==> config.mk <==
export PLATFORM = sky130hd
export DESIGN_NAME = filtered_updown_pulse_rate_counter_flat
export DESIGN_NICKNAME = d
export VERILOG_FILES = /design/src/design/fpr_pkg.sv /design/src/design/fpr_in_if.sv /design/src/design/fpr_out_if.sv /design/src/design/filtered_updown_pulse_rate_counter.sv /design/src/design/fpr_div.sv /design/src/design/fpr_ctrl.sv /design/src/design/fpr_dp.sv /design/src/flat_wrapper.sv
export SDC_FILE = /design/constraint.sdc
export NUM_CORES = 2
export LEC_CHECK = 0
export BUFFER_PORTS_ARGS = -buffer_cell sky130_fd_sc_hd__buf_4
export CAP_MARGIN = 0
export CORE_ASPECT_RATIO = 1.75
export CORE_MARGIN = 2
export CORE_UTILIZATION = 38
export CTS_CLUSTER_DIAMETER = 200
export CTS_CLUSTER_SIZE = 28
export DETAILED_ROUTE_END_ITERATION = 8
export GPL_ROUTABILITY_DRIVEN = 0
export SLEW_MARGIN = 30
export SYNTH_ARGS = -nofsm -noshare
export SYNTH_HDL_FRONTEND = slang
export SYNTH_SLANG_ARGS = --single-unit
export TNS_END_PERCENT = 5
==> constraint.sdc <==
create_clock -name clk -period 10.03 [get_ports clk]
set_input_delay 1.5045 -clock clk [delete_from_list [all_inputs] [get_ports clk]]
set_output_delay 1.5045 -clock clk [all_outputs]
set_load 0.01 [all_outputs]
==> src/design/fpr_pkg.sv <==
`timescale 1ns / 1ps

package fpr_pkg;

  // Field widths fixed by the interface
  localparam int DATA_W    = 32;
  localparam int RATE_W    = 56;
  localparam int MODE_W    = 2;
  localparam int ACT_W     = 2;
  localparam int CFG_IDX_W = 2;
  localparam int SCALE_W   = 24;

  // 60000 ms per minute times 256 for the Q8 fraction
  localparam logic [SCALE_W-1:0] SCALE_Q8 = 24'd15360000;

  // Restoring divider: one quotient bit per step
  localparam int DIV_STEPS = RATE_W;
  localparam int DIV_CNT_W = $clog2(DIV_STEPS);

  // Item actions
  localparam logic [ACT_W-1:0] ACT_EDGE   = 2'd0;
  localparam logic [ACT_W-1:0] ACT_UPDATE = 2'd1;
  localparam logic [ACT_W-1:0] ACT_PRESET = 2'd2;

  // Edge modes
  localparam logic [MODE_W-1:0] MODE_IGNORE = 2'd0;
  localparam logic [MODE_W-1:0] MODE_UP     = 2'd1;
  localparam logic [MODE_W-1:0] MODE_DOWN   = 2'd2;

  // Register indexes
  localparam logic [CFG_IDX_W-1:0] REG_FILTER_TIME  = 2'd0;
  localparam logic [CFG_IDX_W-1:0] REG_RISING_MODE  = 2'd1;
  localparam logic [CFG_IDX_W-1:0] REG_FALLING_MODE = 2'd2;
  localparam logic [CFG_IDX_W-1:0] REG_TOTAL_EN     = 2'd3;

  typedef enum logic [1:0] {
    ST_IDLE,
    ST_MUL,
    ST_DIV,
    ST_DONE
  } fpr_state_t;

  // Controller to datapath
  typedef struct packed {
    logic accept;
    logic div_start;
    logic out_load;
  } fpr_cmd_t;

  // Datapath to controller
  typedef struct packed {
    logic total_en;
    logic rate_valid;
    logic div_done;
    logic out_full;
  } fpr_sts_t;

endpackage

==> src/design/fpr_in_if.sv <==
`timescale 1ns / 1ps

interface fpr_in_if import fpr_pkg::*; ();
  logic              valid;
  logic              ready;
  logic [ACT_W-1:0]  action;
  logic [DATA_W-1:0] edge_time_us;
  logic              pin_level;
  logic [DATA_W-1:0] update_time_ms;
  logic [DATA_W-1:0] total_value;

  modport source (
    output valid, action, edge_time_us, pin_level, update_time_ms, total_value,
    input  ready
  );

  modport sink (
    input  valid, action, edge_time_us, pin_level, update_time_ms, total_value,
    output ready
  );
endinterface

==> src/design/fpr_out_if.sv <==
`timescale 1ns / 1ps

interface fpr_out_if import fpr_pkg::*; ();
  logic                     valid;
  logic                     ready;
  logic signed [DATA_W-1:0] delta_count;
  logic                     rate_valid;
  logic signed [RATE_W-1:0] rate_q8;
  logic [DATA_W-1:0]        total_count;
  logic                     total_valid;

  modport source (
    output valid, delta_count, rate_valid, rate_q8, total_count, total_valid,
    input  ready
  );

  modport sink (
    input  valid, delta_count, rate_valid, rate_q8, total_count, total_valid,
    output ready
  );
endinterface

==> src/design/filtered_updown_pulse_rate_counter.sv <==
`timescale 1ns / 1ps
// Pin edges and presets without a result are taken one per cycle while the block is idle.
// An update with a rate passes the multiply state, the 56-step restoring divider and the
// done state, which holds while the output is full; the next item waits until idle.
// An update without a rate skips the divider; a reported preset goes straight to done.
// Synchronous active-low reset clears the counters, the times and the output valid and
// returns the registers to filter 0, rising up, falling ignore, total off.

module filtered_updown_pulse_rate_counter import fpr_pkg::*; #(
  parameter int COUNT_WIDTH = 32
) (
  input  logic                 clk,
  input  logic                 rst_n,
  fpr_in_if.sink               in_if,
  fpr_out_if.source            out_if,
  input  logic                 cfg_we,
  input  logic [CFG_IDX_W-1:0] cfg_index,
  input  logic [DATA_W-1:0]    cfg_wdata
);

  fpr_cmd_t cmd;
  fpr_sts_t sts;
  logic     in_ready;

  fpr_ctrl u_ctrl (
    .clk       (clk),
    .rst_n     (rst_n),
    .in_valid  (in_if.valid),
    .in_action (in_if.action),
    .in_ready  (in_ready),
    .sts       (sts),
    .cmd       (cmd)
  );

  fpr_dp #(
    .COUNT_WIDTH (COUNT_WIDTH)
  ) u_dp (
    .clk               (clk),
    .rst_n             (rst_n),
    .cmd               (cmd),
    .sts               (sts),
    .cfg_we            (cfg_we),
    .cfg_index         (cfg_index),
    .cfg_wdata         (cfg_wdata),
    .in_action         (in_if.action),
    .in_edge_time_us   (in_if.edge_time_us),
    .in_pin_level      (in_if.pin_level),
    .in_update_time_ms (in_if.update_time_ms),
    .in_total_value    (in_if.total_value),
    .out_ready         (out_if.ready),
    .out_valid         (out_if.valid),
    .out_delta_count   (out_if.delta_count),
    .out_rate_valid    (out_if.rate_valid),
    .out_rate_q8       (out_if.rate_q8),
    .out_total_count   (out_if.total_count),
    .out_total_valid   (out_if.total_valid)
  );

  assign in_if.ready = in_ready;

endmodule

==> src/design/fpr_div.sv <==
`timescale 1ns / 1ps

module fpr_div import fpr_pkg::*; (
  input  logic              clk,
  input  logic              rst_n,
  input  logic              start,
  input  logic [RATE_W-1:0] dividend,
  input  logic [DATA_W-1:0] divisor,
  output logic [RATE_W-1:0] quotient,
  output logic              done
);

  logic                 busy_r,  busy_nxt;
  logic [DIV_CNT_W-1:0] cnt_r,   cnt_nxt;
  logic [RATE_W-1:0]    dvd_r,   dvd_nxt;
  logic [DATA_W-1:0]    rem_r,   rem_nxt;
  logic [DATA_W-1:0]    dsr_r,   dsr_nxt;
  logic [DATA_W:0]      trial;
  logic [DATA_W:0]      diff;
  logic                 qbit;

  // Shift in the next dividend bit and try one subtract
  assign trial = {rem_r, dvd_r[RATE_W-1]};
  assign diff  = trial - {1'b0, dsr_r};
  assign qbit  = ~diff[DATA_W];

  assign done     = busy_r && (cnt_r == DIV_CNT_W'(DIV_STEPS - 1));
  assign quotient = dvd_r;

  always_comb begin
    busy_nxt = busy_r;
    cnt_nxt  = cnt_r;
    dvd_nxt  = dvd_r;
    rem_nxt  = rem_r;
    dsr_nxt  = dsr_r;
    if (start) begin
      busy_nxt = 1'b1;
      cnt_nxt  = '0;
      dvd_nxt  = dividend;
      rem_nxt  = '0;
      dsr_nxt  = divisor;
    end else if (busy_r) begin
      // Quotient bits replace dividend bits from the bottom
      dvd_nxt = {dvd_r[RATE_W-2:0], qbit};
      rem_nxt = qbit ? diff[DATA_W-1:0] : trial[DATA_W-1:0];
      cnt_nxt = cnt_r + 1'b1;
      if (done) begin
        busy_nxt = 1'b0;
      end
    end
  end

  always_ff @(posedge clk) begin
    if (!rst_n) begin
      busy_r <= 1'b0;
      cnt_r  <= '0;
    end else begin
      busy_r <= busy_nxt;
      cnt_r  <= cnt_nxt;
    end
  end

  always_ff @(posedge clk) begin
    dvd_r <= dvd_nxt;
    rem_r <= rem_nxt;
    dsr_r <= dsr_nxt;
  end

endmodule

==> src/design/fpr_ctrl.sv <==
`timescale 1ns / 1ps

module fpr_ctrl import fpr_pkg::*; (
  input  logic             clk,
  input  logic             rst_n,
  input  logic             in_valid,
  input  logic [ACT_W-1:0] in_action,
  output logic             in_ready,
  input  fpr_sts_t         sts,
  output fpr_cmd_t         cmd
);

  fpr_state_t state_r, state_nxt;

  // State register
  always_ff @(posedge clk) begin
    if (!rst_n) begin
      state_r <= ST_IDLE;
    end else begin
      state_r <= state_nxt;
    end
  end

  // Next state and commands
  always_comb begin
    state_nxt     = state_r;
    cmd           = '0;
    in_ready      = rst_n && (state_r == ST_IDLE);
    cmd.accept    = in_ready && in_valid;
    unique case (state_r)
      ST_IDLE: begin
        if (in_valid) begin
          unique case (in_action)
            ACT_UPDATE: state_nxt = ST_MUL;
            ACT_PRESET: begin
              if (sts.total_en) begin
                state_nxt = ST_DONE;
              end
            end
            default: state_nxt = ST_IDLE;
          endcase
        end
      end
      ST_MUL: begin
        if (sts.rate_valid) begin
          cmd.div_start = 1'b1;
          state_nxt     = ST_DIV;
        end else begin
          state_nxt = ST_DONE;
        end
      end
      ST_DIV: begin
        if (sts.div_done) begin
          state_nxt = ST_DONE;
        end
      end
      ST_DONE: begin
        // Hold until the output register is free
        if (!sts.out_full) begin
          cmd.out_load = 1'b1;
          state_nxt    = ST_IDLE;
        end
      end
    endcase
  end

endmodule

==> src/design/fpr_dp.sv <==
`timescale 1ns / 1ps

module fpr_dp import fpr_pkg::*; #(
  parameter int COUNT_WIDTH = 32
) (
  input  logic                     clk,
  input  logic                     rst_n,
  input  fpr_cmd_t                 cmd,
  output fpr_sts_t                 sts,
  input  logic                     cfg_we,
  input  logic [CFG_IDX_W-1:0]     cfg_index,
  input  logic [DATA_W-1:0]        cfg_wdata,
  input  logic [ACT_W-1:0]         in_action,
  input  logic [DATA_W-1:0]        in_edge_time_us,
  input  logic                     in_pin_level,
  input  logic [DATA_W-1:0]        in_update_time_ms,
  input  logic [DATA_W-1:0]        in_total_value,
  input  logic                     out_ready,
  output logic                     out_valid,
  output logic signed [DATA_W-1:0] out_delta_count,
  output logic                     out_rate_valid,
  output logic signed [RATE_W-1:0] out_rate_q8,
  output logic [DATA_W-1:0]        out_total_count,
  output logic                     out_total_valid
);

  // Configuration
  logic [DATA_W-1:0] filter_time_r;
  logic [MODE_W-1:0] rising_mode_r;
  logic [MODE_W-1:0] falling_mode_r;
  logic              total_en_r;

  // Counter state
  logic [COUNT_WIDTH-1:0] pulse_count_r,  pulse_count_nxt;
  logic [COUNT_WIDTH-1:0] count_read_r,   count_read_nxt;
  logic [DATA_W-1:0]      last_edge_r,    last_edge_nxt;
  logic [DATA_W-1:0]      last_update_r,  last_update_nxt;
  logic                   had_update_r,   had_update_nxt;
  logic [DATA_W-1:0]      running_total_r, running_total_nxt;

  // Pending result
  logic [DATA_W-1:0] res_delta_r,  res_delta_nxt;
  logic [DATA_W-1:0] res_total_r,  res_total_nxt;
  logic              res_tvalid_r, res_tvalid_nxt;
  logic              rvalid_r,     rvalid_nxt;
  logic              neg_r,        neg_nxt;
  logic [DATA_W-1:0] mag_r,        mag_nxt;
  logic [DATA_W-1:0] interval_r,   interval_nxt;

  // Output register
  logic              out_valid_r;
  logic [DATA_W-1:0] out_delta_r;
  logic              out_rvalid_r;
  logic [RATE_W-1:0] out_rate_r;
  logic [DATA_W-1:0] out_total_r;
  logic              out_tvalid_r;

  logic [DATA_W-1:0]      edge_gap;
  logic                   edge_drop;
  logic [MODE_W-1:0]      edge_mode;
  logic [COUNT_WIDTH-1:0] delta_cw;
  logic [DATA_W-1:0]      delta;
  logic [DATA_W-1:0]      interval;
  logic [DATA_W-1:0]      total_sum;
  logic [RATE_W-1:0]      rate_prod;
  logic [RATE_W-1:0]      quotient;
  logic [RATE_W-1:0]      rate_signed;
  logic                   div_done;

  // Edge filter and direction
  assign edge_gap  = in_edge_time_us - last_edge_r;
  assign edge_drop = edge_gap < filter_time_r;
  assign edge_mode = in_pin_level ? rising_mode_r : falling_mode_r;

  // Count change since the last update, widened with its sign
  assign delta_cw  = pulse_count_r - count_read_r;
  assign delta     = DATA_W'(signed'(delta_cw));
  assign interval  = in_update_time_ms - last_update_r;
  assign total_sum = running_total_r + delta;

  always_comb begin
    pulse_count_nxt   = pulse_count_r;
    count_read_nxt    = count_read_r;
    last_edge_nxt     = last_edge_r;
    last_update_nxt   = last_update_r;
    had_update_nxt    = had_update_r;
    running_total_nxt = running_total_r;
    res_delta_nxt     = res_delta_r;
    res_total_nxt     = res_total_r;
    res_tvalid_nxt    = res_tvalid_r;
    rvalid_nxt        = rvalid_r;
    neg_nxt           = neg_r;
    mag_nxt           = mag_r;
    interval_nxt      = interval_r;
    if (cmd.accept) begin
      unique case (in_action)
        ACT_EDGE: begin
          last_edge_nxt = in_edge_time_us;
          if (!edge_drop) begin
            if (edge_mode == MODE_UP) begin
              pulse_count_nxt = pulse_count_r + 1'b1;
            end else if (edge_mode == MODE_DOWN) begin
              pulse_count_nxt = pulse_count_r - 1'b1;
            end
          end
        end
        ACT_UPDATE: begin
          count_read_nxt  = pulse_count_r;
          last_update_nxt = in_update_time_ms;
          had_update_nxt  = 1'b1;
          res_delta_nxt   = delta;
          rvalid_nxt      = had_update_r && (interval != '0);
          neg_nxt         = delta[DATA_W-1];
          mag_nxt         = delta[DATA_W-1] ? (DATA_W'(0) - delta) : delta;
          interval_nxt    = interval;
          if (total_en_r) begin
            running_total_nxt = total_sum;
            res_total_nxt     = total_sum;
            res_tvalid_nxt    = 1'b1;
          end else begin
            res_total_nxt  = '0;
            res_tvalid_nxt = 1'b0;
          end
        end
        ACT_PRESET: begin
          running_total_nxt = in_total_value;
          res_delta_nxt     = '0;
          rvalid_nxt        = 1'b0;
          res_total_nxt     = in_total_value;
          res_tvalid_nxt    = 1'b1;
        end
        default: begin
          rvalid_nxt = rvalid_r;
        end
      endcase
    end
  end

  // Configuration and counter state
  always_ff @(posedge clk) begin
    if (!rst_n) begin
      filter_time_r   <= '0;
      rising_mode_r   <= MODE_UP;
      falling_mode_r  <= MODE_IGNORE;
      total_en_r      <= 1'b0;
      pulse_count_r   <= '0;
      count_read_r    <= '0;
      last_edge_r     <= '0;
      last_update_r   <= '0;
      had_update_r    <= 1'b0;
      running_total_r <= '0;
    end else begin
      if (cfg_we) begin
        unique case (cfg_index)
          REG_FILTER_TIME:  filter_time_r  <= cfg_wdata;
          REG_RISING_MODE:  rising_mode_r  <= cfg_wdata[MODE_W-1:0];
          REG_FALLING_MODE: falling_mode_r <= cfg_wdata[MODE_W-1:0];
          REG_TOTAL_EN:     total_en_r     <= cfg_wdata[0];
        endcase
      end
      pulse_count_r   <= pulse_count_nxt;
      count_read_r    <= count_read_nxt;
      last_edge_r     <= last_edge_nxt;
      last_update_r   <= last_update_nxt;
      had_update_r    <= had_update_nxt;
      running_total_r <= running_total_nxt;
    end
  end

  // Result payload for the item in flight
  always_ff @(posedge clk) begin
    res_delta_r  <= res_delta_nxt;
    res_total_r  <= res_total_nxt;
    res_tvalid_r <= res_tvalid_nxt;
    rvalid_r     <= rvalid_nxt;
    neg_r        <= neg_nxt;
    mag_r        <= mag_nxt;
    interval_r   <= interval_nxt;
  end

  // Scale the count magnitude; the divider registers the product
  assign rate_prod = RATE_W'(mag_r) * RATE_W'(SCALE_Q8);

  fpr_div u_div (
    .clk      (clk),
    .rst_n    (rst_n),
    .start    (cmd.div_start),
    .dividend (rate_prod),
    .divisor  (interval_r),
    .quotient (quotient),
    .done     (div_done)
  );

  assign rate_signed = neg_r ? (RATE_W'(0) - quotient) : quotient;

  // Output register
  always_ff @(posedge clk) begin
    if (!rst_n) begin
      out_valid_r <= 1'b0;
    end else if (cmd.out_load) begin
      out_valid_r <= 1'b1;
    end else if (out_ready) begin
      out_valid_r <= 1'b0;
    end
  end

  always_ff @(posedge clk) begin
    if (cmd.out_load) begin
      out_delta_r  <= res_delta_r;
      out_rvalid_r <= rvalid_r;
      out_rate_r   <= rvalid_r ? rate_signed : '0;
      out_total_r  <= res_total_r;
      out_tvalid_r <= res_tvalid_r;
    end
  end

  assign out_valid       = out_valid_r;
  assign out_delta_count = signed'(out_delta_r);
  assign out_rate_valid  = out_rvalid_r;
  assign out_rate_q8     = signed'(out_rate_r);
  assign out_total_count = out_total_r;
  assign out_total_valid = out_tvalid_r;

  assign sts.total_en   = total_en_r;
  assign sts.rate_valid = rvalid_r;
  assign sts.div_done   = div_done;
  assign sts.out_full   = out_valid_r && !out_ready;

  // A new result never overwrites one still waiting
  a_no_overwrite: assert property (@(posedge clk) disable iff (!rst_n)
    cmd.out_load |-> (!out_valid_r || out_ready))
    else $error("result loaded over a pending beat");

  // A result without a rate carries a zero rate
  a_rate_zero: assert property (@(posedge clk) disable iff (!rst_n)
    (out_valid_r && !out_rvalid_r) |-> (out_rate_r == '0))
    else $error("rate nonzero without rate_valid");

  // A preset loads the running total
  a_preset_load: assert property (@(posedge clk) disable iff (!rst_n)
    (cmd.accept && in_action == ACT_PRESET) |=> (running_total_r == $past(in_total_value)))
    else $error("preset did not load the running total");

endmodule
==> src/flat_wrapper.sv <==
// flat-port wrapper written by rule: the top's interface ports become plain ports
module filtered_updown_pulse_rate_counter_flat import fpr_pkg::*;
#(
  parameter int COUNT_WIDTH = 32
)
  (clk, rst_n, cfg_we, cfg_index, cfg_wdata, in_if_valid, in_if_action, in_if_edge_time_us, in_if_pin_level, in_if_update_time_ms, in_if_total_value, in_if_ready, out_if_valid, out_if_delta_count, out_if_rate_valid, out_if_rate_q8, out_if_total_count, out_if_total_valid, out_if_ready);
  fpr_in_if in_if_i ();
  fpr_out_if out_if_i ();
  input  logic clk;
  input  logic rst_n;
  input  logic cfg_we;
  input  logic [CFG_IDX_W-1:0] cfg_index;
  input  logic [DATA_W-1:0] cfg_wdata;
  input wire logic [$bits(in_if_i.valid)-1:0] in_if_valid;
  input wire logic [$bits(in_if_i.action)-1:0] in_if_action;
  input wire logic [$bits(in_if_i.edge_time_us)-1:0] in_if_edge_time_us;
  input wire logic [$bits(in_if_i.pin_level)-1:0] in_if_pin_level;
  input wire logic [$bits(in_if_i.update_time_ms)-1:0] in_if_update_time_ms;
  input wire logic [$bits(in_if_i.total_value)-1:0] in_if_total_value;
  output wire logic [$bits(in_if_i.ready)-1:0] in_if_ready;
  output wire logic [$bits(out_if_i.valid)-1:0] out_if_valid;
  output wire logic [$bits(out_if_i.delta_count)-1:0] out_if_delta_count;
  output wire logic [$bits(out_if_i.rate_valid)-1:0] out_if_rate_valid;
  output wire logic [$bits(out_if_i.rate_q8)-1:0] out_if_rate_q8;
  output wire logic [$bits(out_if_i.total_count)-1:0] out_if_total_count;
  output wire logic [$bits(out_if_i.total_valid)-1:0] out_if_total_valid;
  input wire logic [$bits(out_if_i.ready)-1:0] out_if_ready;
  assign in_if_i.valid = in_if_valid;
  assign in_if_i.action = in_if_action;
  assign in_if_i.edge_time_us = in_if_edge_time_us;
  assign in_if_i.pin_level = in_if_pin_level;
  assign in_if_i.update_time_ms = in_if_update_time_ms;
  assign in_if_i.total_value = in_if_total_value;
  assign in_if_ready = in_if_i.ready;
  assign out_if_valid = out_if_i.valid;
  assign out_if_delta_count = out_if_i.delta_count;
  assign out_if_rate_valid = out_if_i.rate_valid;
  assign out_if_rate_q8 = out_if_i.rate_q8;
  assign out_if_total_count = out_if_i.total_count;
  assign out_if_total_valid = out_if_i.total_valid;
  assign out_if_i.ready = out_if_ready;
  filtered_updown_pulse_rate_counter #(.COUNT_WIDTH(COUNT_WIDTH)) u_core (.clk(clk), .rst_n(rst_n), .in_if(in_if_i), .out_if(out_if_i), .cfg_we(cfg_we), .cfg_index(cfg_index), .cfg_wdata(cfg_wdata));
endmodule
==> impl_metrics.tcl <==
set metrics [dict create \
    crit_chain "inv_1, fa_1, inv_1, fa_1, fa_1, inv_1, fa_1, fa_1, inv_1, ha_1, a211oi_1, nand2_1, or3_1, a211oi_1, nor2_1, a21boi_0, o21bai_1, a21oi_1, o21ai_0, and4_1, or3_1" \
    synthCells 4275 \
    setup_slack_ns 3.46 \
    cts_resized 0 \
    ant_nets 0 \
    core_area_mm2 0.103 \
    die_x_um 248 \
    dpl_worst_slack_ns 3.29 \
    fin_util_pct 42.2 \
    synth_edf_count 328 \
    clockPowerShare_pct 13.0 \
    fp-row-count 156 \
    cpMostUsedCell "fa_1" \
    placed_area_mm2 0.0429 \
    switchingPower_mw 4.06 \
    worstMarginPinSlew_ns 0.971 \
    finalInstanceArea_mm2 0.0436 \
    fillCellCount 10200 \
    drive_gt1_share_pct 8.17 \
    combPwrFrac_pct 55.2 \
    drc 0 \
    nets 5063 \
    arrival_ns 6.96 \
    finalNonFillerCells 5801 \
    totalWireLength_um 99600 \
    antenna_cells 0 \
    ys_ff_latch 581 \
    p_leak_nw 18.3 \
    clockBufferDepth 3 \
    rrSetupSlack_ns 3.46 \
    vdd_drop_max_mv 0.148 \
    internal_power_mw 5.53 \
    p_total_mw 9.59 \
    drt_pass1_iterations 7 \
    vias 30100 \
    design.die.area_mm2 0.107 \
    worstHoldPathCells 0 \
    drv_cap 0 \
    drt_iter0_drc 1454 \
    rr_endpoint "u_core.u_dp.u_div.quotient[43]" \
    setup.worst_path.class "reg2reg" \
    hold_buffers 0 \
    synthArstFlopShare_pct 0 \
    dp_hpwl_um 76900 \
    grt_overflow 0 \
    grt_pass1_vias 30300 \
    numCtsBuffers 24 \
    avgRoutedWirePerCell_um 17.2 \
    grt_pass1_wl_um 159000 \
    ys.flop_type "edfxtp_1" \
    slew_viol_final 0 \
    start_kind "flop" \
    die_y_um 431 \
    synth-warning-count 0 \
    status "finished, final reports clean" \
    start_util_pct 38.3 \
    antenna_found_initial 0 \
    worstHoldStart "u_core.u_dp.interval_r[9]" \
    hold_slack_ns 0.419 \
    synth_cell_types 84 \
    synth_area_per_cell_um2 9.25 \
    slew_headroom_pct 34.8 \
    cp.buffers_inverters 4 \
    rsz0062_at_grt "no" \
    p_per_area_mw_per_mm2 220 \
    synthesis.area_mm2 0.0395 \
    finalSetupViolCount 0 \
    yosysSeqAreaShare_pct 37.7 \
    clock-root-buffer "clkbuf_16" \
    fin_crit_ns 6.57 \
    vias_per_cell 5.19 \
    place_inst 5757 \
    numPortBuffers 261 \
    cts_tree "built" \
    required_ns 10.42 \
    switching_share_pct 42.4 \
    slowest_delay_ns 0.54 \
    critPathTopFamily "adder cells" \
    slowest_stage "fa_1" \
    grt_use_total_pct 18.6 \
    critPathCaptureType "flop" \
    hold_class "reg2reg" \
    r2r_cells 21 \
    crit_fanout 6 \
    final.setup_skew_ns 0.0309 \
    path_clk_slew_ns 0.13 \
    finalCritPeriodShare_pct 65.5 \
    fin_tns_setup_ns 0 \
    area_delta_synth_final_pct 10.3 \
    timing.fmax_mhz 152 \
    insertion_delay_ns 0.65 \
    cts_sinks 581 \
    cts_setup_buffers 0 \
    hold_path_end "u_core.u_dp.u_div.dsr_r[9]" \
    grt_start_max_net_pins 123 \
    syn_nets 4898 \
    pin_count 262 \
    seq_power_share_pct 31.8 \
    htree_num_levels 1 \
    finalHoldViolations 0 \
    r2r_start "u_core.u_dp.mag_r[5]" \
]
worst max path at each step:
stage | start | to | slack [ns] | cells after the start
finish | u_core.u_dp.mag_r[5] | u_core.u_dp.u_div.quotient[43] | 3.46 | 21
detailed placement | in_if_edge_time_us[0] | u_core.u_dp.pulse_count_r[20] | 3.29 | 26
global route | u_core.u_dp.mag_r[5] | u_core.u_dp.u_div.quotient[43] | 3.06 | 21
CTS | u_core.u_dp.mag_r[5] | u_core.u_dp.u_div.quotient[43] | 3.41 | 21
global placement | in_if_edge_time_us[0] | u_core.u_dp.pulse_count_r[20] | 3.33 | 26
floorplan | out_if_ready | u_core.u_dp.out_delta_count[0] | 2.45 | 2
routing by layer:
layer	track usage (%)	vias up	part of all wire (%)
li1	-	15200	-
met1	21.4	14300	40
met2	35.2	548	53
met3	2.27	129	4.1
met4	5.70	0	3.1
met5	0	-	0
cells in the final DEF (no fill, tap or decap), types with 25 or more instances in the layout:
cell and count:
ha_1 337, mux2i_1 53, nor3_1 56, nor2_1 309
o21ai_0 220, nand3_1 96, nand2b_1 30, or3_1 25
xor2_1 139, a211oi_1 45, o31ai_1 28, edfxtp_1 328
nand2_1 454, xnor2_1 143, nand4_1 27, nor2b_1 37
and3_1 26, inv_1 467, a31oi_1 31, a21o_1 125
and2_1 43, dfxtp_1 252, a21oi_1 385, o21bai_1 33
buf_4 286, o21a_1 40, fa_1 147
synthesized netlist by cell type, types with 33 or more instances:
library cell / instances / area (um2)
fa_1: 147 / 2940
nand3_1: 96 / 480
nor2b_1: 38 / 238
o21a_1: 40 / 300
xnor2_1: 143 / 1250
mux2i_1: 53 / 531
o21bai_1: 33 / 248
nand2_1: 457 / 1720
o21ai_0: 220 / 1100
xor2_1: 139 / 1220
a21o_1: 125 / 938
nor2_1: 310 / 1160
nor3_1: 57 / 285
ha_1: 338 / 4230
edfxtp_1: 328 / 9850
a21oi_1: 385 / 1930
dfxtp_1: 253 / 5060
clkbuf_1: 133 / 499
a211oi_1: 45 / 338
and2_1: 45 / 282
inv_1: 471 / 1770
cell families after synthesis:
group / share of synthesized area (%)
simple gates: 14.0
compound gates: 16.6
buf+inv: 5.93
flops: 37.7
fa+ha+maj: 18.1
xor+xnor: 6.25
mux: 1.40
worst reg2reg max path: stages (launching register included):
cell and delay, ns:
edfxtp_1 0.49, inv_1 0.24, fa_1 0.45, inv_1 0.08, fa_1 0.44, fa_1 0.52, inv_1 0.06, fa_1 0.48
fa_1 0.54, inv_1 0.04, ha_1 0.37, a211oi_1 0.26, nand2_1 0.09, or3_1 0.31, a211oi_1 0.28, nor2_1 0.18
a21boi_0 0.39, o21bai_1 0.11, a21oi_1 0.29, o21ai_0 0.15, and4_1 0.21, or3_1 0.35
power groups by stage:
stage | Combinational [mW] | Sequential, mW | Clock [mW]
floorplan | 4.10 | 3.07 | 0
global placement | 5.22 | 3.11 | 0
detailed placement | 5.29 | 3.11 | 0
CTS | 5.31 | 3.06 | 1.30
global route | 6.00 | 3.09 | 1.37
finish | 5.29 | 3.05 | 1.25
area by class of cell:
class                      count  area (um2)  share of cell area [%]
sequential                   581       14900                    34.2
clock buffer                  42         668                    1.53
timing repair buffer         289        2200                    5.04
clock inverter                 2        25.0                  0.0574
multi-input combinational   3072       22300                    51.2
inverter                     472        1780                    4.09
tap                         1343        1680                    3.85
(Power assumes the default switching activity.)
